===== config.mk =====
export PLATFORM = sky130hd
export DESIGN_NAME = mm4f_fmul
export DESIGN_NICKNAME = d
export VERILOG_FILES = /design/src/mm4f_pkg.sv /design/src/mm4f_fmul.sv
export SDC_FILE = /design/constraint.sdc
export NUM_CORES = 2
export LEC_CHECK = 0
export ABC_CLOCK_PERIOD_IN_PS = 9390
export BUFFER_PORTS_ARGS = -buffer_cell sky130_fd_sc_hd__buf_2
export CAP_MARGIN = 30
export CORE_UTILIZATION = 56
export DETAILED_ROUTE_END_ITERATION = 12
export PLACE_DENSITY = 0.73
export SYNTH_ARGS = -nofsm -noshare
export SYNTH_HDL_FRONTEND = slang
export SYNTH_SLANG_ARGS = --single-unit

===== constraint.sdc =====
create_clock -name clk -period 9.39 [get_ports clk]
set_clock_uncertainty 0.05 [all_clocks]
set_input_delay 0.939 -clock clk [delete_from_list [all_inputs] [get_ports clk]]
set_output_delay 0.939 -clock clk [all_outputs]
set_load 0.005 [all_outputs]

===== src/mm4f_pkg.sv =====
// Shared types, opcodes and binary32 helper functions for the 4x4 float
// matrix-row multiplier. No dependencies.
package mm4f_pkg;

	localparam logic OP_LOAD = 1'b0;
	localparam logic OP_MUL  = 1'b1;

	localparam int MUL_LAT = 3;
	localparam int ADD_LAT = 4;

	localparam logic [31:0] CANON_NAN = 32'h7FC0_0000;

	typedef struct packed {
		logic        operation;
		logic [1:0]  row_index;
		logic [31:0] elem_x;
		logic [31:0] elem_y;
		logic [31:0] elem_z;
		logic [31:0] elem_w;
	} cmd_item_t;

	typedef struct packed {
		logic [1:0]  result_row;
		logic [31:0] out_x;
		logic [31:0] out_y;
		logic [31:0] out_z;
		logic [31:0] out_w;
	} res_item_t;

	typedef struct packed {
		logic        sign;
		logic [7:0]  exp;     // effective exponent, 1 for subnormals
		logic [23:0] man;     // hidden bit included
		logic        is_zero;
		logic        is_inf;
		logic        is_nan;
	} fp_unp_t;

	typedef struct packed {
		logic [47:0]        sig;
		logic signed [11:0] exp;
	} fp_norm_t;

	function automatic fp_unp_t fp_unpack(input logic [31:0] f);
		fp_unp_t u;
		u.sign    = f[31];
		u.exp     = (f[30:23] == 8'd0) ? 8'd1 : f[30:23];
		u.man     = {(f[30:23] != 8'd0), f[22:0]};
		u.is_zero = (f[30:0] == 31'd0);
		u.is_inf  = (f[30:23] == 8'hFF) && (f[22:0] == 23'd0);
		u.is_nan  = (f[30:23] == 8'hFF) && (f[22:0] != 23'd0);
		return u;
	endfunction

	// Shift the leading one up to bit 47 and adjust the exponent.
	function automatic fp_norm_t fp_normalize(input logic [47:0] sig,
			input logic signed [11:0] exp);
		logic [5:0] lz;
		fp_norm_t   r;
		lz = 6'd0;
		for (int i = 0; i < 48; i++) begin
			if (sig[i]) lz = 6'(47 - i);
		end
		r.sig = sig << lz;
		r.exp = exp - $signed({6'd0, lz});
		return r;
	endfunction

	// Round to nearest even and pack. sig has its leading one at bit 47,
	// exp is the biased exponent of that bit; below 1 gives a subnormal.
	function automatic logic [31:0] fp_round_pack(input logic sign,
			input logic [47:0] sig, input logic signed [11:0] exp);
		logic [11:0] shw;
		logic [5:0]  sh;
		logic [47:0] s;
		logic        lost;
		logic [7:0]  ef;
		logic        rup;
		logic [30:0] w;
		if (exp >= 12'sd1) begin
			s    = sig;
			lost = 1'b0;
			ef   = exp[7:0];
		end else begin
			shw = 12'(12'sd1 - exp);
			ef  = 8'd0;
			if (shw >= 12'd48) begin
				s    = 48'd0;
				lost = |sig;
			end else begin
				sh   = shw[5:0];
				s    = sig >> sh;
				lost = |(sig & ~({48{1'b1}} << sh));
			end
		end
		rup = s[23] & (lost | (|s[22:0]) | s[24]);
		// carry out of the mantissa bumps the exponent field, up to inf
		w = {ef, s[46:24]} + 31'(rup);
		if (exp >= 12'sd255) return {sign, 8'hFF, 23'd0};
		return {sign, w};
	endfunction

endpackage


===== src/mm4f_fmul.sv =====
// Three-stage binary32 multiplier, round to nearest even.
// Depends on mm4f_pkg.
module mm4f_fmul (
	input  logic        clk,
	input  logic        en,
	input  logic [31:0] a,
	input  logic [31:0] b,
	output logic [31:0] y
);
	import mm4f_pkg::*;

	fp_unp_t            ua, ub;
	logic [47:0]        prod_s1;
	logic signed [11:0] exp_s1;
	logic               sign_s1, nan_s1, inf_s1, zero_s1;
	fp_norm_t           nrm;
	fp_norm_t           nrm_s2;
	logic               sign_s2, nan_s2, inf_s2, zero_s2;
	logic [31:0]        y_s3;

	assign ua = fp_unpack(a);
	assign ub = fp_unpack(b);

	always_ff @(posedge clk) begin
		if (en) begin
			prod_s1 <= ua.man * ub.man;
			exp_s1  <= $signed({4'd0, ua.exp}) + $signed({4'd0, ub.exp}) - 12'sd126;
			sign_s1 <= ua.sign ^ ub.sign;
			nan_s1  <= ua.is_nan | ub.is_nan | (ua.is_inf & ub.is_zero)
				| (ub.is_inf & ua.is_zero);
			inf_s1  <= ua.is_inf | ub.is_inf;
			zero_s1 <= ua.is_zero | ub.is_zero;
		end
	end

	assign nrm = fp_normalize(prod_s1, exp_s1);

	always_ff @(posedge clk) begin
		if (en) begin
			nrm_s2  <= nrm;
			sign_s2 <= sign_s1;
			nan_s2  <= nan_s1;
			inf_s2  <= inf_s1;
			zero_s2 <= zero_s1;
		end
	end

	always_ff @(posedge clk) begin
		if (en) begin
			if (nan_s2)       y_s3 <= CANON_NAN;
			else if (inf_s2)  y_s3 <= {sign_s2, 8'hFF, 23'd0};
			else if (zero_s2) y_s3 <= {sign_s2, 31'd0};
			else              y_s3 <= fp_round_pack(sign_s2, nrm_s2.sig, nrm_s2.exp);
		end
	end

	assign y = y_s3;

endmodule


## Word level (Yosys, flattened, before mapping)

Cells that the tools add are included.

| storage, ports and cells | value |
|---|---|
| input bits | 66 |
| RAM bits | 0 |
| register bits | 160 |
| latch bits | 0 |
| bits in read-only memories | 0 |
| output and inout port bits | 32 |
| memories | 0 |

| operators by class | value |
|---|---|
| multiply operators | 1 |
| bitwise operators | 13 |
| add/sub/neg operators | 5 |
| muxes and demuxes | 76 |
| shift operators | 3 |
| divide/modulo/power cells | 0 |
| equal/unequal tests | 2 |
| reductions and logical operators | 19 |
| order comparisons | 3 |

Operators by type and width:

| kind | number |
|---|---|
| two-way mux 6 bit | 48 |
| two-way mux 47 bit | 6 |
| two-way mux 32 bit | 4 |
| OR reduction 48 bit | 2 |
| logical NOT 31 bit | 2 |
| two-way mux 8 bit | 7 |
| bitwise AND 48 bit | 1 |
| multiplier 24 x 24 -> 48 bit | 1 |
| NOT 48 bit | 1 |
| left shift 48 x 6 -> 48 bit | 1 |
| left shift 48 x 6 -> 48 bit, first input constant | 1 |
| right shift 48 x 6 -> 47 bit | 1 |
| logical NOT 23 bit | 2 |
| nonzero test 23 bit | 2 |
| adder 31 x 1 -> 31 bit | 1 |
| OR reduction 23 bit | 1 |
| == test 8 bit, second input constant | 2 |
| logical NOT 8 bit | 2 |
| nonzero test 8 bit | 2 |
| greater-or-equal comparator 12 x 2 -> 1 bit, second input constant | 1 |
| greater-or-equal comparator 12 x 6 -> 1 bit, second input constant | 1 |
| greater-or-equal comparator 12 x 9 -> 1 bit, second input constant | 1 |
| subtractor 12 x 7 -> 12 bit | 1 |
| subtractor 2 x 12 -> 12 bit, first input constant | 1 |
| other kinds (9) | 30 |

## Depth between registers and ports, before layout

| logic depth | value |
|---|---|
| depth in word-level cells | 49 |
| depth in mapped cells | 27 |
| depth with buffers taken out | 26 |

## Worst setup path before layout

Ideal clock, no wire load.

| path | value |
|---|---|
| path type | input to register |
| start | in b[3] |
| end | reg prod_s1[47] (data pin) |
| arrival time | 7385 ps |
| stages | 25 |
| library setup time | 260 ps |
| slack | 1695 ps |
| path through | clkbuf_1 clkbuf_1 nand2_1 fa_1 fa_1 inv_1 fa_1 ha_1 inv_1 fa_1 inv_1 fa_1 fa_1 ha_1 a21o_1 a2111o_1 a41oi_1 o21ai_0 o311ai_0 a41oi_1 a41o_1 a21oi_1 o21ai_0 a31oi_1 xnor2_1 |

| on the way | value |
|---|---|
| cells in the longest elaborated chain, start to end | 1 |

RTL lines:

| element | RTL line | source |
|---|---|---|
| start: declaration | mm4f_fmul.sv:7 | `input logic [31:0] b,` |
| multiplier 24 x 24 -> 48 bit | mm4f_fmul.sv:26 | `prod_s1 <= ua.man * ub.man;` |
| end signal: assignment | mm4f_fmul.sv:26 |  |
| end: declaration | mm4f_fmul.sv:13 | `logic [47:0] prod_s1;` |

No other way between the ends.
A chain may end at the register's enable or synchronous reset.

## Worst setup path after layout

| path | value |
|---|---|
| start | in a[10] |
| end | reg prod_s1[47] (data pin) |

| on the way | value |
|---|---|
| cells in the longest elaborated chain, start to end | 1 |

RTL lines:

| element | RTL line | source |
|---|---|---|
| start: declaration | mm4f_fmul.sv:6 | `input logic [31:0] a,` |
| multiplier 24 x 24 -> 48 bit | mm4f_fmul.sv:26 |  |

No other way between the ends.

==> flow_summary_export.csv <==
group,metric,value,unit
clock_tree,clkLatencyLatePin,0.46,ns
logic_synthesis,synth-seq-area-share,0.149,
logic_synthesis,synth_mux_area_frac,0.0949,
flow_run,drv_cap,0,
clock_tree,cts-resized-gates,0,
floorplan,core_area,56400,sq um
clock_tree,cts_made_buffers,17,
sta,hold_viol,0,
logic_synthesis,synth_warnings,0,
logic_synthesis,synthAdderAreaFrac,0.383,
floorplan,dieArea,57900,sq um
sta,period_share,0.877,
logic_synthesis,yosys.area.top_type_share,0.304,
placement,port_buffers,97,
logic_synthesis,syn_area_per_cell,9.18,sq um
sta,tightest_slew,0.947,ns
global_routing,grt_use_total,0.311,
route,wl_per_cell,20.8,microns
clock_tree,hold_buffers,0,
floorplan,std_cell_rows,87,
route,vias,25400,
clock_tree,cts-root-buf,"clkbuf_16",
cells_and_area,drive_above_1_share,0.0815,
global_routing,grt_pass1_wl,140000,microns
clock_tree,cts.sinks,158,
worst_setup_path,path_max_fanout,25,
sta,max_slew_margin,0.369,
floorplan,chipHeight,241,microns
worst_setup_path,startpoint_type,"input port",
logic_synthesis,ys_ff_latch,158,
sta,setup_violations,0,
logic_synthesis,synth_top_area_cell,"fa_1",
route,drt_iter0_markers,2494,
logic_synthesis,syn-cell-area,31900,sq um
worst_setup_path,cp.arrival,8.40,ns
worst_setup_path,worst-setup-path-type,"input port to flip-flop",
sta,finalMaxSlewViolations,0,
logic_synthesis,synth_edf_count,158,
cells_and_area,final_cells,4182,
route,wl,87100,microns
logic_synthesis,synth-compound-area-share,0.0944,
clock_tree,htreeDepth,4,
global_routing,grt_pass1_vias,25700,
clock_tree,cts_tree,"built",
sta,rsz0062_at_grt,"false",
floorplan,ios,98,
clock_tree,cts_setup_buffers,0,
global_routing,grt_overflow,0,
worst_setup_path,crit_required,9.55,ns
logic_synthesis,synth-simple-area-share,0.164,
clock_tree,path_clk_slew,0.07,ns
global_routing,grt_max_degree,82,
worst_setup_path,r2r_slack,3.41,ns
cells_and_area,finalCoreUtilization,0.592,
min_path,hp-class,"flip-flop to flip-flop",
worst_setup_path,critPathCaptureType,"flip-flop",
status,status,"completed",
clock_tree,clock_path_buffers,2,
logic_synthesis,dominantRegCellSynth,"edfxtp_1",
sta,fin_crit,8.24,ns
logic_synthesis,syn-num-nets,4226,
placement,dp_hpwl,65800,microns
placement,place_congestion,0.971,
sta,tns,0,ns
floorplan,dieWidth,241,microns
logic_synthesis,synthTopCellsByArea,"fa_1 30%, edfxtp_1 15%, ha_1 7.8%, inv_1 6.3%, nand2_1 6.0%",
route,drt_pass1_iterations,11,
logic_synthesis,yosys.area_share.xor_xnor,0.0231,
sta,max_freq,121,MHz
cells_and_area,layout.nets,4162,
route,avgViaCountPerCell,6.08,
route,drc_errors,0,
logic_synthesis,postSynthCellCount,3476,
logic_synthesis,ys_types,90,
placement,placedCellCount,4148,
route,ant_nets,0,
floorplan,start_util,0.566,
logic_synthesis,synth_top_family_by_area,"adder cells",
cells_and_area,area_growth,4.67,%
global_routing,antenna_found_initial,5,
logic_synthesis,async_flop_share,0,
synthesized netlist by cell type (18+ instances only):
cell type	count
a211oi_1	22
nor4_1	42
mux4_2	39
ha_1	200
buf_2	22
nand4_1	21
xor2_1	35
fa_1	484
and2_1	206
o22ai_1	18
nor2b_1	18
a21oi_1	114
mux2_2	51
o21ai_0	81
edfxtp_1	158
inv_1	538
nand3_1	27
nand2_1	509
xnor2_1	49
mux2i_1	156
nor3_1	49
a21o_1	35
nor2_1	141
clkbuf_1	175
layout make-up:
type	instances	area (sq um)
diodes	1	2.50
clock buffers	17	425
clock inverters	15	186
well taps	756	946
repair buffers	132	772
fillers	4961	23000
multi-input cells	2561	24300
flip-flops and latches	158	4740
inverters	542	2030
cell usage in the layout, fill, tap and decap left out, types with 21 or more instances in the layout:
master and instances:
xnor2_1 49, and2_1 206, mux2_2 51, xor2_1 35, nand2_1 509, o21ai_0 81, nor3_1 49, nand4_1 21
nand3_1 27, nor4_1 42, mux2i_1 156, mux4_2 39, buf_2 97, inv_1 538, a21oi_1 114, a21o_1 35
edfxtp_1 158, ha_1 199, a211oi_1 22, buf_4 33, fa_1 484, nor2_1 141
worst paths after layout:
| check | start | endpoint | cells past startpoint |
|---|---|---|---|
| max | a[10] | prod_s1[47] | 25 |
| min | inf_s1 | inf_s2 | 0 |
| max reg2reg | nrm_s2[1] | y[28] | 17 |
| min reg2reg | inf_s1 | inf_s2 | 0 |
through the flow:
step | worst slack (ns) | hold WS (ns) | area, sq um
floorplan | 1.70 | 0.350 | 31900
global placement | 0.938 | 0.351 | 32800
detailed placement | 0.816 | 0.355 | 32800
CTS | 1.28 | 0.372 | 33400
global route | 0.865 | 0.378 | 33400
finish | 1.15 | 0.372 | 33400
cells by family (layout without fill, tap and decap cells):
kind of cell             Yosys count  count (layout)
AND/OR/NAND/NOR                 1093            1093
buffers and inverters            757             706
adder cells (fa/ha/maj)          688             688
AO/OA/AOI/OAI                    449             449
multiplexers                     247             247
flip-flops                       158             158
XOR/XNOR                          84              84
other                              0               1
worst max-delay path, stage by stage:
cell and delay, ns:
buf_2 0.31, and2_1 0.26, fa_1 0.53, inv_1 0.05, fa_1 0.53, inv_1 0.05, fa_1 0.54, ha_1 0.14
inv_1 0.05, fa_1 0.47, inv_1 0.05, fa_1 0.55, fa_1 0.43, ha_1 0.36, a21o_1 0.23, a2111o_1 0.41
a41oi_1 0.23, o21ai_0 0.27, o311ai_0 0.64, a41oi_1 0.32, a41o_1 0.37, a21oi_1 0.20, o21ai_0 0.14, a31oi_1 0.24
xnor2_1 0.08
routing by layer:
layer	track usage	share of wire
met5	0	0.00057
met4	0.132	0.042
met3	0.0516	0.090
met2	0.505	0.47
met1	0.413	0.40
state kept, by name, indices dropped and copies added (netlist names):
name / cells
nrm_s2: 60
prod_s1: 48
y: 32
exp_s1: 10
inf_s1: 1
inf_s2: 1
nan_s1: 1
nan_s2: 1
sign_s1: 1
sign_s2: 1
zero_s1: 1
zero_s2: 1
Power is not shown: default switching activity piles up to over one toggle a cycle in this logic, so the estimate is an artifact.
