**config.mk**
```make
export PLATFORM = sky130hd
export DESIGN_NAME = mm4f_fadd
export DESIGN_NICKNAME = d
export VERILOG_FILES = /design/src/mm4f_pkg.sv /design/src/mm4f_fadd.sv
export SDC_FILE = /design/constraint.sdc
export NUM_CORES = 1
export LEC_CHECK = 0
export ABC_AREA = 1
export ABC_CLOCK_PERIOD_IN_PS = 10940
export BUFFER_PORTS_ARGS = -buffer_cell sky130_fd_sc_hd__buf_2
export CAP_MARGIN = 0
export CORE_MARGIN = 2
export CORE_UTILIZATION = 45
export DETAILED_ROUTE_END_ITERATION = 8
export GPL_ROUTABILITY_DRIVEN = 1
export MAX_ROUTING_LAYER = met4
export SYNTH_ARGS = -nofsm -noshare
export SYNTH_HDL_FRONTEND = slang
export SYNTH_SLANG_ARGS = --single-unit
```
**constraint.sdc**
```tcl
create_clock -name clk -period 10.94 [get_ports clk]
set_input_delay 1.094 -clock clk [delete_from_list [all_inputs] [get_ports clk]]
set_output_delay 1.094 -clock clk [all_outputs]
set_load 0.02 [all_outputs]
```
**src/mm4f_pkg.sv**
```systemverilog
// Shared types, opcodes and binary32 helper functions for the 4x4 float
// matrix-row multiplier. No dependencies.
package mm4f_pkg;

	localparam logic OP_LOAD = 1'b0;
	localparam logic OP_MUL  = 1'b1;

	localparam int MUL_LAT = 3;
	localparam int ADD_LAT = 4;

	localparam logic [31:0] CANON_NAN = 32'h7FC0_0000;

	typedef struct packed {
		logic        operation;
		logic [1:0]  row_index;
		logic [31:0] elem_x;
		logic [31:0] elem_y;
		logic [31:0] elem_z;
		logic [31:0] elem_w;
	} cmd_item_t;

	typedef struct packed {
		logic [1:0]  result_row;
		logic [31:0] out_x;
		logic [31:0] out_y;
		logic [31:0] out_z;
		logic [31:0] out_w;
	} res_item_t;

	typedef struct packed {
		logic        sign;
		logic [7:0]  exp;     // effective exponent, 1 for subnormals
		logic [23:0] man;     // hidden bit included
		logic        is_zero;
		logic        is_inf;
		logic        is_nan;
	} fp_unp_t;

	typedef struct packed {
		logic [47:0]        sig;
		logic signed [11:0] exp;
	} fp_norm_t;

	function automatic fp_unp_t fp_unpack(input logic [31:0] f);
		fp_unp_t u;
		u.sign    = f[31];
		u.exp     = (f[30:23] == 8'd0) ? 8'd1 : f[30:23];
		u.man     = {(f[30:23] != 8'd0), f[22:0]};
		u.is_zero = (f[30:0] == 31'd0);
		u.is_inf  = (f[30:23] == 8'hFF) && (f[22:0] == 23'd0);
		u.is_nan  = (f[30:23] == 8'hFF) && (f[22:0] != 23'd0);
		return u;
	endfunction

	// Shift the leading one up to bit 47 and adjust the exponent.
	function automatic fp_norm_t fp_normalize(input logic [47:0] sig,
			input logic signed [11:0] exp);
		logic [5:0] lz;
		fp_norm_t   r;
		lz = 6'd0;
		for (int i = 0; i < 48; i++) begin
			if (sig[i]) lz = 6'(47 - i);
		end
		r.sig = sig << lz;
		r.exp = exp - $signed({6'd0, lz});
		return r;
	endfunction

	// Round to nearest even and pack. sig has its leading one at bit 47,
	// exp is the biased exponent of that bit; below 1 gives a subnormal.
	function automatic logic [31:0] fp_round_pack(input logic sign,
			input logic [47:0] sig, input logic signed [11:0] exp);
		logic [11:0] shw;
		logic [5:0]  sh;
		logic [47:0] s;
		logic        lost;
		logic [7:0]  ef;
		logic        rup;
		logic [30:0] w;
		if (exp >= 12'sd1) begin
			s    = sig;
			lost = 1'b0;
			ef   = exp[7:0];
		end else begin
			shw = 12'(12'sd1 - exp);
			ef  = 8'd0;
			if (shw >= 12'd48) begin
				s    = 48'd0;
				lost = |sig;
			end else begin
				sh   = shw[5:0];
				s    = sig >> sh;
				lost = |(sig & ~({48{1'b1}} << sh));
			end
		end
		rup = s[23] & (lost | (|s[22:0]) | s[24]);
		// carry out of the mantissa bumps the exponent field, up to inf
		w = {ef, s[46:24]} + 31'(rup);
		if (exp >= 12'sd255) return {sign, 8'hFF, 23'd0};
		return {sign, w};
	endfunction

endpackage

```
**src/mm4f_fadd.sv**
```systemverilog
// Four-stage binary32 adder: align, add, normalize, round.
// Depends on mm4f_pkg.
module mm4f_fadd (
	input  logic        clk,
	input  logic        en,
	input  logic [31:0] a,
	input  logic [31:0] b,
	output logic [31:0] y
);
	import mm4f_pkg::*;

	fp_unp_t     ua, ub, ul, us;
	logic        swap;
	logic [7:0]  d;
	logic [47:0] sig_l, sig_sm, sig_al;

	logic [47:0] sigl_s1, sigs_s1;
	logic [7:0]  exp_s1;
	logic        sign_s1, sub_s1, nan_s1, inf_s1, infs_s1, bz_s1, zs_s1;

	logic [47:0] sum_s2;
	logic [7:0]  exp_s2;
	logic        sign_s2, nan_s2, inf_s2, infs_s2, bz_s2, zs_s2;

	fp_norm_t    nrm;
	fp_norm_t    nrm_s3;
	logic        zero_s3, sign_s3, nan_s3, inf_s3, infs_s3, bz_s3, zs_s3;
	logic [31:0] y_s4;

	assign ua   = fp_unpack(a);
	assign ub   = fp_unpack(b);
	assign swap = b[30:0] > a[30:0];
	assign ul   = swap ? ub : ua;
	assign us   = swap ? ua : ub;
	assign d    = ul.exp - us.exp;
	assign sig_l  = {1'b0, ul.man, 23'd0};
	assign sig_sm = {1'b0, us.man, 23'd0};

	// smaller operand shifted right, lost bits folded into bit 0
	always_comb begin
		if (d >= 8'd48) begin
			sig_al = {47'd0, |sig_sm};
		end else begin
			sig_al = (sig_sm >> d[5:0]);
			sig_al[0] = sig_al[0] | (|(sig_sm & ~({48{1'b1}} << d[5:0])));
		end
	end

	always_ff @(posedge clk) begin
		if (en) begin
			sigl_s1 <= sig_l;
			sigs_s1 <= sig_al;
			exp_s1  <= ul.exp;
			sign_s1 <= ul.sign;
			sub_s1  <= ua.sign ^ ub.sign;
			nan_s1  <= ua.is_nan | ub.is_nan
				| (ua.is_inf & ub.is_inf & (ua.sign != ub.sign));
			inf_s1  <= ua.is_inf | ub.is_inf;
			infs_s1 <= ua.is_inf ? ua.sign : ub.sign;
			bz_s1   <= ua.is_zero & ub.is_zero;
			zs_s1   <= ua.sign & ub.sign;
		end
	end

	always_ff @(posedge clk) begin
		if (en) begin
			sum_s2  <= sub_s1 ? sigl_s1 - sigs_s1 : sigl_s1 + sigs_s1;
			exp_s2  <= exp_s1;
			sign_s2 <= sign_s1;
			nan_s2  <= nan_s1;
			inf_s2  <= inf_s1;
			infs_s2 <= infs_s1;
			bz_s2   <= bz_s1;
			zs_s2   <= zs_s1;
		end
	end

	// hidden bit sits at bit 46, so bit 47 carries exponent + 1
	assign nrm = fp_normalize(sum_s2, $signed({4'd0, exp_s2}) + 12'sd1);

	always_ff @(posedge clk) begin
		if (en) begin
			nrm_s3  <= nrm;
			zero_s3 <= (sum_s2 == 48'd0);
			sign_s3 <= sign_s2;
			nan_s3  <= nan_s2;
			inf_s3  <= inf_s2;
			infs_s3 <= infs_s2;
			bz_s3   <= bz_s2;
			zs_s3   <= zs_s2;
		end
	end

	always_ff @(posedge clk) begin
		if (en) begin
			if (nan_s3)       y_s4 <= CANON_NAN;
			else if (inf_s3)  y_s4 <= {infs_s3, 8'hFF, 23'd0};
			else if (bz_s3)   y_s4 <= {zs_s3, 31'd0};
			else if (zero_s3) y_s4 <= 32'd0;
			else              y_s4 <= fp_round_pack(sign_s3, nrm_s3.sig, nrm_s3.exp);
		end
	end

	assign y = y_s4;

endmodule

```
---- Word level (Yosys, flattened, before mapping) ----
Index checks and enable logic that the tools add are counted.
storage, ports and cells
  output and inout bits ................... 32
  bits in registers ....................... 248
operators by class
  magnitude comparators ................... 5
  muxes and demuxes ....................... 86
  shift operators ......................... 5
  add/sub/neg operators ................... 7
  reductions and logical operators ........ 22
  equal/unequal tests ..................... 3
  bitwise gates (word level) .............. 16
operators with widths
  cell                     count
  $mux W47                 7
  $mux W6                  48
  $mux W32                 5
  $reduce_or A48 Y1        3
  $not A48 Y48             2
  $shl A48 B6 Y48 const A  2
  $mux W8                  8
  $logic_not A31 Y1        2
  $add A47 B48 Y48         1
  $and A47 B48 Y48         1
  $and A48 B48 Y48         1
  $logic_not A48 Y1        1
  $mux W48                 1
  $shl A48 B6 Y48          1
  $shr A47 B6 Y48          1
  $shr A48 B6 Y47          1
  $sub A47 B48 Y48         1
  $logic_not A23 Y1        2
  $reduce_bool A23 Y1      2
  $mux W36                 1
  $mux W35                 1
  $add A31 B1 Y31          1
  $gt A31 B31 Y1           1
  $reduce_or A24 Y1        1
  other kinds (20)         49

---- Logic depth before layout (Yosys ltp) ----
Gate-level depths: netlist of the first run.
  depth after elaboration ................. 49
  mapped depth ............................ 61
  mapped depth without buffers ............ 60

---- Worst setup path after synthesis of the first run ----
Ideal clock, no wire load.
  path type ............................... input-to-reg
  start ................................... input port a[4]
  end ..................................... register sigs_s1[0] (data pin)
  data required time ...................... 10.683 ns
  stages on the path ...................... 33
  data arrival time ....................... 5.834 ns
  setup slack ............................. 4.849 ns
  buffers on the path ..................... 3
  path through ............................ inv_1 ha_1 a21oi_1 o21ai_0 a41oi_1 nor3_1 o21ai_0 nand3_1 a221o_1 nand2_1 clkbuf_1 clkbuf_1 buf_1 nand2_1 o21ai_0 ha_1 inv_1 fa_1 nand2_1 inv_1 o21ai_0 nand2_1 xor2_1 nand2_1 nor2_1 inv_1 o2111ai_1 nand2_1 nor2_1 o211ai_1 nor4_1 o21ai_0 a32o_1
on the way
  word-level cells in the longest chain between the ends .. 9
  elaborated cells between the ends (all ways) .. 13
  those cells by class .................... 1 x add/sub; 2 x order compare; 2 x shift; 3 x mux; 3 x bitwise; 2 x reduce/logical
ends and longest elaborated chain
  element                                      RTL line                          text
  start, declared                              mm4f_fadd.sv:6                    input logic [31:0] a,
  $gt A31 B31 Y1                               mm4f_fadd.sv:32                   assign swap = b[30:0] > a[30:0];
  $mux W36 / $mux W35 (equally long branches)  mm4f_fadd.sv:33, mm4f_fadd.sv:34
  $sub A8 B8 Y8                                mm4f_fadd.sv:35                   assign d = ul.exp - us.exp;
  $shl A48 B6 Y48                              mm4f_fadd.sv:45                   sig_al[0] = sig_al[0] | (|(sig_sm & ~({48{1'b1}} << d[5:0])));
  $not A48 Y48                                 mm4f_fadd.sv:45
  $and A47 B48 Y48                             mm4f_fadd.sv:45
  $reduce_or A48 Y1                            mm4f_fadd.sv:45
  $or A1 B1 Y1                                 mm4f_fadd.sv:45
  $mux W1 *                                    mm4f_fadd.sv:41                   if (d >= 8'd48) begin
  via sig_al[0]                                mm4f_fadd.sv:15                   logic [47:0] sig_l, sig_sm, sig_al;
  end signal, assigned                         mm4f_fadd.sv:52                   sigs_s1 <= sig_al;
  end, declared                                mm4f_fadd.sv:17                   logic [47:0] sigl_s1, sigs_s1;
Mark *: on every way through the listed nets, which the timed path passes. The rest lies on a longest branch.
A chain may end at the register's enable or synchronous reset.

==> results of run 1 <==
## registers in the layout (all words and copies together), names as in the netlist, 8 cells and up
signal,cells
sum_s2,48
y,32
nrm_s3,58
sigs_s1,47
exp_s2,8
exp_s1,8
sigl_s1,24
## worst paths after layout
| check | to | from | slack, ps | cells past startpoint |
|---|---|---|---|---|
| worst min-delay path | nan_s3 | nan_s2 | 410 | 0 |
| worst max register to register | y[30] | nrm_s3[1] | 4630 | 34 |
| worst min register to register | nan_s3 | nan_s2 | 410 | 0 |
| worst max-delay path | sigs_s1[23] | a[30] | 3580 | 24 |
## synth_stat cells (all sizes together), types with 4 or more instances
cell type	number	area, µm²
edfxtp	245	7360
o221ai	13	114
xor2	42	368
a221oi	5	50.0
clkbuf	108	405
nand3b	5	37.5
buf	38	153
nand3	394	1980
a32oi	5	43.8
a21oi	129	646
o32ai	6	67.6
o31ai	16	120
o21a	7	52.6
xnor2	13	114
a31oi	11	68.8
nor2	229	882
nor3	58	322
o21ai	345	1730
a22oi	13	103
ha	107	1340
nand4	54	344
o22ai	49	307
nand2	721	2720
or2	16	100
o21bai	4	30.0
a211oi	7	52.6
nor4	38	259
inv	416	1560
o211ai	11	82.6
mux2i	39	390
clkinv	5	21.3
## stage by stage
stage / total power [mW] / std cells / hold slack, ps / worst slack, ps
detailed placement: 4.41 / 3820 / 405 / 3010
finish: 5.40 / 3868 / 414 / 3580
floorplan: 3.46 / 3181 / 400 / 4850
global placement: 4.42 / 3820 / 402 / 3030
CTS: 5.36 / 3868 / 418 / 3650
global route: 5.81 / 3868 / 431 / 2910
## cells by family (layout without fill, tap and decap cells)
kind of cell / count (synthesis) / after routing / synth area share (%)
xor gates and xnor gates: 55 / 55 / 2.18
AOI/OAI and AO/OA: 644 / 644 / 16.6
muxes: 39 / 39 / 1.76
adders and majority gates: 110 / 110 / 6.32
DFF: 245 / 245 / 33.2
buffers and inverters: 567 / 590 / 9.67
and+or+nand+nor: 1521 / 1521 / 30.2
## cell type report
class                   count  area [µm²]
repair buffers            121         676
inverters                 421        1580
clock inverters            18         193
fillers                  4878       24700
clock buffers              30         708
flip-flops and latches    245        7360
multi-input cells        2369       12700
well taps                 664         831
## placed cells by master, fill, tap and decap left out, types with 36 or more instances in the layout
cell / synthesis / layout
xor2_1: 42 / 42
nand4_1: 53 / 53
nor2_1: 222 / 220
ha_1: 107 / 107
o21ai_0: 342 / 342
mux2i_1: 39 / 39
buf_2: 8 / 96
a21oi_1: 129 / 128
o22ai_1: 49 / 49
inv_1: 407 / 407
edfxtp_1: 245 / 245
nor4_1: 36 / 36
nand2_1: 716 / 715
nor3_1: 53 / 53
nand3_1: 393 / 393
## power groups by stage
stage / Combinational (mW) / Clock, mW / Sequential (mW)
3_5_place_dp: 2.91 / 0 / 1.50
4_1_cts: 2.93 / 0.954 / 1.48
3_3_place_gp: 2.93 / 0 / 1.50
2_1_floorplan: 2.06 / 0 / 1.40
5_1_grt: 3.32 / 0.989 / 1.50
6_report: 2.98 / 0.933 / 1.49
## worst max-delay path, delay by kind of cell
family / cells / cell delay, ps
adder cells (fa/ha/maj): 2 / 620
buffers and inverters: 2 / 180
AO/OA/AOI/OAI: 6 / 2560
AND/OR/NAND/NOR: 14 / 3180
## per-layer routing
metal	part of all wire (%)	GRT usage (%)
met4	3.6	10.9
met2	48	52.4
met1	43	39.6
met5	0	-
met3	5.3	3.01
==> flow_metrics.py, run 1 <==
metrics = {
    "floorplanning": {
        "die_w_um": 226,
        "core-area_um2": 48700,
        "die_h_um": 226,
        "die_area_um2": 51000,
        "ios": 98,
        "start_util_pct": 45.4,
        "rows": 81,
    },
    "global_route": {
        "antenna_found_initial": 0,
        "overflow": 0,
        "grt_pass1_vias": 21100,
        "grt_pass1_wl_um": 120000,
        "grt_start_max_net_pins": 129,
        "grt_use_total_pct": 31.3,
    },
    "logic_synthesis": {
        "avgSynthCellArea_um2": 6.96,
        "syn_nets": 3357,
        "synth_edf_count": 245,
        "yosysSeqAreaShare_pct": 33.2,
        "ys_types": 73,
        "yosys_warnings": 0,
        "synth_flop_cell": "edfxtp_1",
        "netlist_area_um2": 22100,
        "async_flop_share_pct": 0,
        "synth_seq_cells": 245,
        "synthCells": 3181,
    },
    "final_layout": {
        "area_delta_synth_final_pct": 8.42,
        "final_layout_size_suffix_gt1_share_pct": 6.90,
        "nNetsFinal": 3362,
        "antenna_cells": 0,
        "finalInstanceArea_um2": 24000,
        "finish.utilization_pct": 49.3,
    },
    "sta": {
        "rsz0062_at_grt": "false",
        "setup_viol": 0,
        "min_period_ps": 7360,
        "tightest_slew_ps": 1230,
        "tns_ps": 0,
        "final-hold-violation-count": 0,
        "fin_crit_sh_pct": 67.3,
        "maxSlewViolCount": 0,
        "fmax_mhz": 136,
        "slew_headroom_pct": 17.2,
        "finalClockSkew_ps": 45.9,
    },
    "drt": {
        "wl_per_cell_um": 20.2,
        "ant_nets": 0,
        "drt_iter0_markers": 2180,
        "via_count": 22500,
        "wl_um": 78200,
        "dr.pass1.iters": 8,
        "drc": 0,
        "viasPerCell": 5.81,
    },
    "critical_path": {
        "worstPathArrival_ps": 7640,
        "cp-start-kind": "input port",
        "end_kind": "flop",
        "path_max_fanout": 128,
        "required_ps": 11230,
        "criticalPathCategory": "in2reg",
        "slowest_delay_ps": 1090,
        "cp_common_cell": "nand2_1",
        "critPathSlowestCell": "o21ai_0",
        "path_cells": "buf_2 -> inv_1 -> ha_1 -> nand2_1 -> nor2_1 -> nand2_1 -> nor3_1 -> nor4b_1 -> a221o_1 -> nand2_4 -> o21ai_0 -> ha_1 -> nand2_1 -> nor2_1 -> a211oi_1 -> or2_2 -> nand2_1 -> a21oi_1 -> or2_2 -> nand2_1 -> o21ai_0 -> nor2_1 -> nand2_1 -> o22ai_1",
    },
    "cts": {
        "cts_tree": "yes",
        "clk_latency_ps": 590,
        "root_buffer": "clkbuf_16",
        "cts_buffer_depth": 3,
        "h-tree-depth": 1,
        "cts_setup_buffers": 0,
        "cts_sinks": 245,
        "ctsResizeCount": 0,
        "numCtsBuffers": 28,
        "clk_pin_slew_ps": 60,
        "hold_buffers": 0,
    },
    "pwr": {
        "p_seq_share_pct": 27.5,
        "p_leak_nw": 10.6,
        "clockPowerShare_pct": 17.3,
        "ir_worst_vdd_uv": 160,
        "combPwrFrac_pct": 55.2,
        "p_sw_share_pct": 50.3,
        "power_switching_mw": 2.72,
        "intPower_mw": 2.69,
        "pwr_density_cell_nw_per_um2": 225,
    },
    "place": {
        "port_buffers": 97,
        "placed_area_um2": 23100,
        "gp_congestion": 1.01,
        "place_hpwl_um": 62100,
    },
    "min_path": {
        "hp-class": "reg2reg",
    },
    "flow_run": {
        "drv_cap": 0,
    },
    "run_status": {
        "run_status": "finished, final reports clean",
    },
}
Power figures use the tool's default switching activity.
==> inputs of run 2 (changes only) <==
Settings changed: ABC_AREA 1 to 0, ABC_CLOCK_PERIOD_IN_PS 10940 to 5900.
Clock period 10.94 ns to 5.9 ns, I/O delays scaled along.
==> flow_metrics.py, run 2 <==
metrics = {
    "logic_synthesis": {
        "yosys_warnings": 0,
        "synthCells": 2414,
        "ys_types": 87,
        "synth_edf_count": 245,
        "synth_top_cell_by_area": "edfxtp_1",
        "synthTopCellsByArea": "edfxtp_1 (33%), mux2i_1 (8.3%), ha_1 (6.0%)",
        "syn_nets": 2590,
        "netlist_area_um2": 22200,
        "synth_seq_cells": 245,
        "avgSynthCellArea_um2": 9.19,
        "synth_flop_cell": "edfxtp_1",
        "yosysSeqAreaShare_pct": 33.2,
        "synth.most_common_cell": "edfxtp_1",
        "async_flop_share_pct": 0,
        "ys_top_cells_by_count": "edfxtp_1 (245), nor2_1 (234), nand2_1 (199), mux2i_1 (184), a21oi_1 (154)",
        "synth_top_area_share_pct": 33.2,
    },
    "critical_path": {
        "path_max_fanout": 15,
        "cp-start-kind": "flop",
        "crit_family": "simple AND/OR/NAND/NOR gates",
        "end_kind": "flop",
        "slowest_delay_ps": 800,
        "required_ps": 6320,
        "worstPathArrival_ps": 5910,
        "critPathSlowestCell": "nor4_4",
        "path_cells": "inv_1 -> ha_1 -> nor4b_1 -> nor2_1 -> nor4_4 -> a32oi_1 -> nor4_1 -> nand4_2 -> or4b_1 -> or4_1 -> nand3_1",
        "criticalPathCategory": "reg2reg",
        "crit_buf_inv": 1,
    },
    "place": {
        "place_hpwl_um": 60900,
        "gp_congestion": 0.996,
        "dp_cells": 3137,
        "port_buffers": 97,
        "placed_area_um2": 23900,
        "dp_slack_ps": -26.5,
    },
    "drt": {
        "drt_iter0_markers": 1837,
        "viasPerCell": 6.41,
        "wl_per_cell_um": 24.5,
        "via_count": 20500,
        "ant_nets": 0,
        "drc": 0,
        "wl_um": 78200,
        "dr.pass1.iters": 7,
    },
    "pwr": {
        "p_leak_nw": 9.69,
        "intPower_mw": 5.89,
        "combPwrFrac_pct": 55.1,
        "pwr_density_cell_nw_per_um2": 433,
        "p_sw_share_pct": 45.4,
        "p_seq_share_pct": 27.0,
        "ir_worst_vdd_uv": 244,
        "power_switching_mw": 4.89,
        "clockPowerShare_pct": 17.9,
    },
    "sta": {
        "slew_headroom_pct": 35.9,
        "min_period_ps": 5490,
        "tightest_slew_ps": 961,
        "final-hold-violation-count": 0,
        "maxSlewViolCount": 0,
        "setup_viol": 0,
        "rsz0062_at_grt": "false",
        "finalClockSkew_ps": 50.1,
        "fin_ws_ps": 414,
        "hold_ws_ps": 344,
        "fmax_mhz": 182,
        "fin_crit_sh_pct": 93.0,
    },
    "final_layout": {
        "largest_register_ffs": 58,
        "stdcell_count": 3191,
        "nNetsFinal": 2680,
        "antenna_cells": 0,
        "area_delta_synth_final_pct": 12.2,
        "seqCellArea_um2": 7360,
        "mostFrequentLayoutCell": "edfxtp_1",
        "finalInstanceArea_um2": 24900,
        "largestRegisters": "nrm_s3 (58), sum_s2 (48), sigs_s1 (47)",
        "multi_input_area_um2": 13900,
        "fill_cells": 4630,
        "final_layout_size_suffix_gt1_share_pct": 15.3,
        "final_cell_mix": "edfxtp_1 (245), nor2_1 (233), nand2_1 (198)",
        "regMostFlops": "nrm_s3",
    },
    "global_route": {
        "overflow": 0,
        "grt_use_total_pct": 31.0,
        "grt_pass1_wl_um": 118000,
        "antenna_found_initial": 1,
        "grt_start_max_net_pins": 155,
        "grt_use_met1_pct": 39.3,
        "grt_pass1_vias": 19400,
        "grt.busiest_layer": "met2",
        "met3_usage_pct": 2.91,
        "use_met2_pct": 51.4,
    },
    "cts": {
        "cts_sinks": 245,
        "cts_buffer_depth": 3,
        "root_buffer": "clkbuf_16",
        "clk_pin_slew_ps": 60,
        "cts_setup_buffers": 0,
        "h-tree-depth": 1,
        "numCtsBuffers": 29,
        "hold_buffers": 0,
        "cts_tree": "yes",
        "clk_latency_ps": 600,
        "ctsResizeCount": 0,
    },
    "floorplanning": {
        "die_w_um": 226,
        "die_h_um": 226,
        "start_util_pct": 45.4,
        "core-area_um2": 48800,
        "rows": 81,
        "ios": 98,
        "die_area_um2": 51100,
    },
    "flow_run": {
        "drv_cap": 0,
    },
    "min_path": {
        "hp-class": "in2reg",
    },
    "run_status": {
        "run_status": "finished, final reports clean",
    },
}
-- run 2: cell count changes in the layout (fill, tap and decap cells not counted), moves of 48 or more --
cell | previous run | this run
o21ai_0 | 342 | 137
mux2i_1 | 39 | 184
inv_1 | 407 | 121
mux4_2 | 0 | 56
nand3_1 | 393 | 60
mux2_2 | 0 | 48
nand2_1 | 715 | 198
buf_4 | 24 | 92
-- run 2: worst min-delay path: cells and delay by family --
kind          cells  cell delay (ps)
buf+inv           1              100
simple gates      2              110
-- run 2: cells by family (layout without fill, tap and decap cells) --
logic type / after synthesis / after routing / share of synthesized area (%)
and+or+nand+nor: 768 / 768 / 16.7
DFF: 245 / 245 / 33.2
AOI/OAI and AO/OA: 659 / 659 / 19.6
adders and majority gates: 110 / 110 / 6.30
buffers and inverters: 262 / 375 / 4.51
muxes: 289 / 289 / 16.5
xor gates and xnor gates: 81 / 81 / 3.20
-- run 2: power groups by stage --
stage	Clock [mW]	Combinational, mW	Sequential (mW)
floorplan	0	4.02	2.66
global placement	0	5.84	2.91
detailed placement	0	5.81	2.92
CTS	1.97	5.84	2.89
global route	2.04	6.35	2.94
finish	1.93	5.94	2.91
-- run 2: layout make-up --
| type | instances | share of cell area (%) |
|---|---|---|
| Clock inverter | 22 | 1.21 |
| Sequential cell | 245 | 29.5 |
| Tap cell | 664 | 3.34 |
| Clock buffer | 32 | 2.96 |
| Timing Repair Buffer | 194 | 5.17 |
| Inverter | 127 | 1.91 |
| Multi-Input combinational cell | 1907 | 55.9 |
-- run 2: final timing paths --
path                                start      end  slack, ps  cells past startpoint
worst min register to register      zs_s1    zs_s2        410                      0
worst min-delay path                a[31]  sign_s1        340                      3
worst max-delay path            nrm_s3[1]    y[28]        410                     11
worst max register to register  nrm_s3[1]    y[28]        410                     11
-- run 2: metal layers --
metal / vias to the layer above / routed length [µm]
li1: 9457 / -
met1: 9995 / 32900
met2: 853 / 37500
met3: 163 / 4520
met4: 0 / 3230
met5: - / 0
-- run 2: through the flow --
| stage | power [mW] | util [%] | TNS [ps] |
|---|---|---|---|
| 2_1_floorplan | 6.68 | - | -94.0 |
| 3_3_place_gp | 8.75 | 48.9 | 0 |
| 3_5_place_dp | 8.74 | 48.9 | -26.5 |
| 4_1_cts | 10.7 | 51.0 | 0 |
| 5_1_grt | 11.3 | 51.0 | 0 |
| 6_report | 10.8 | 51.0 | 0 |
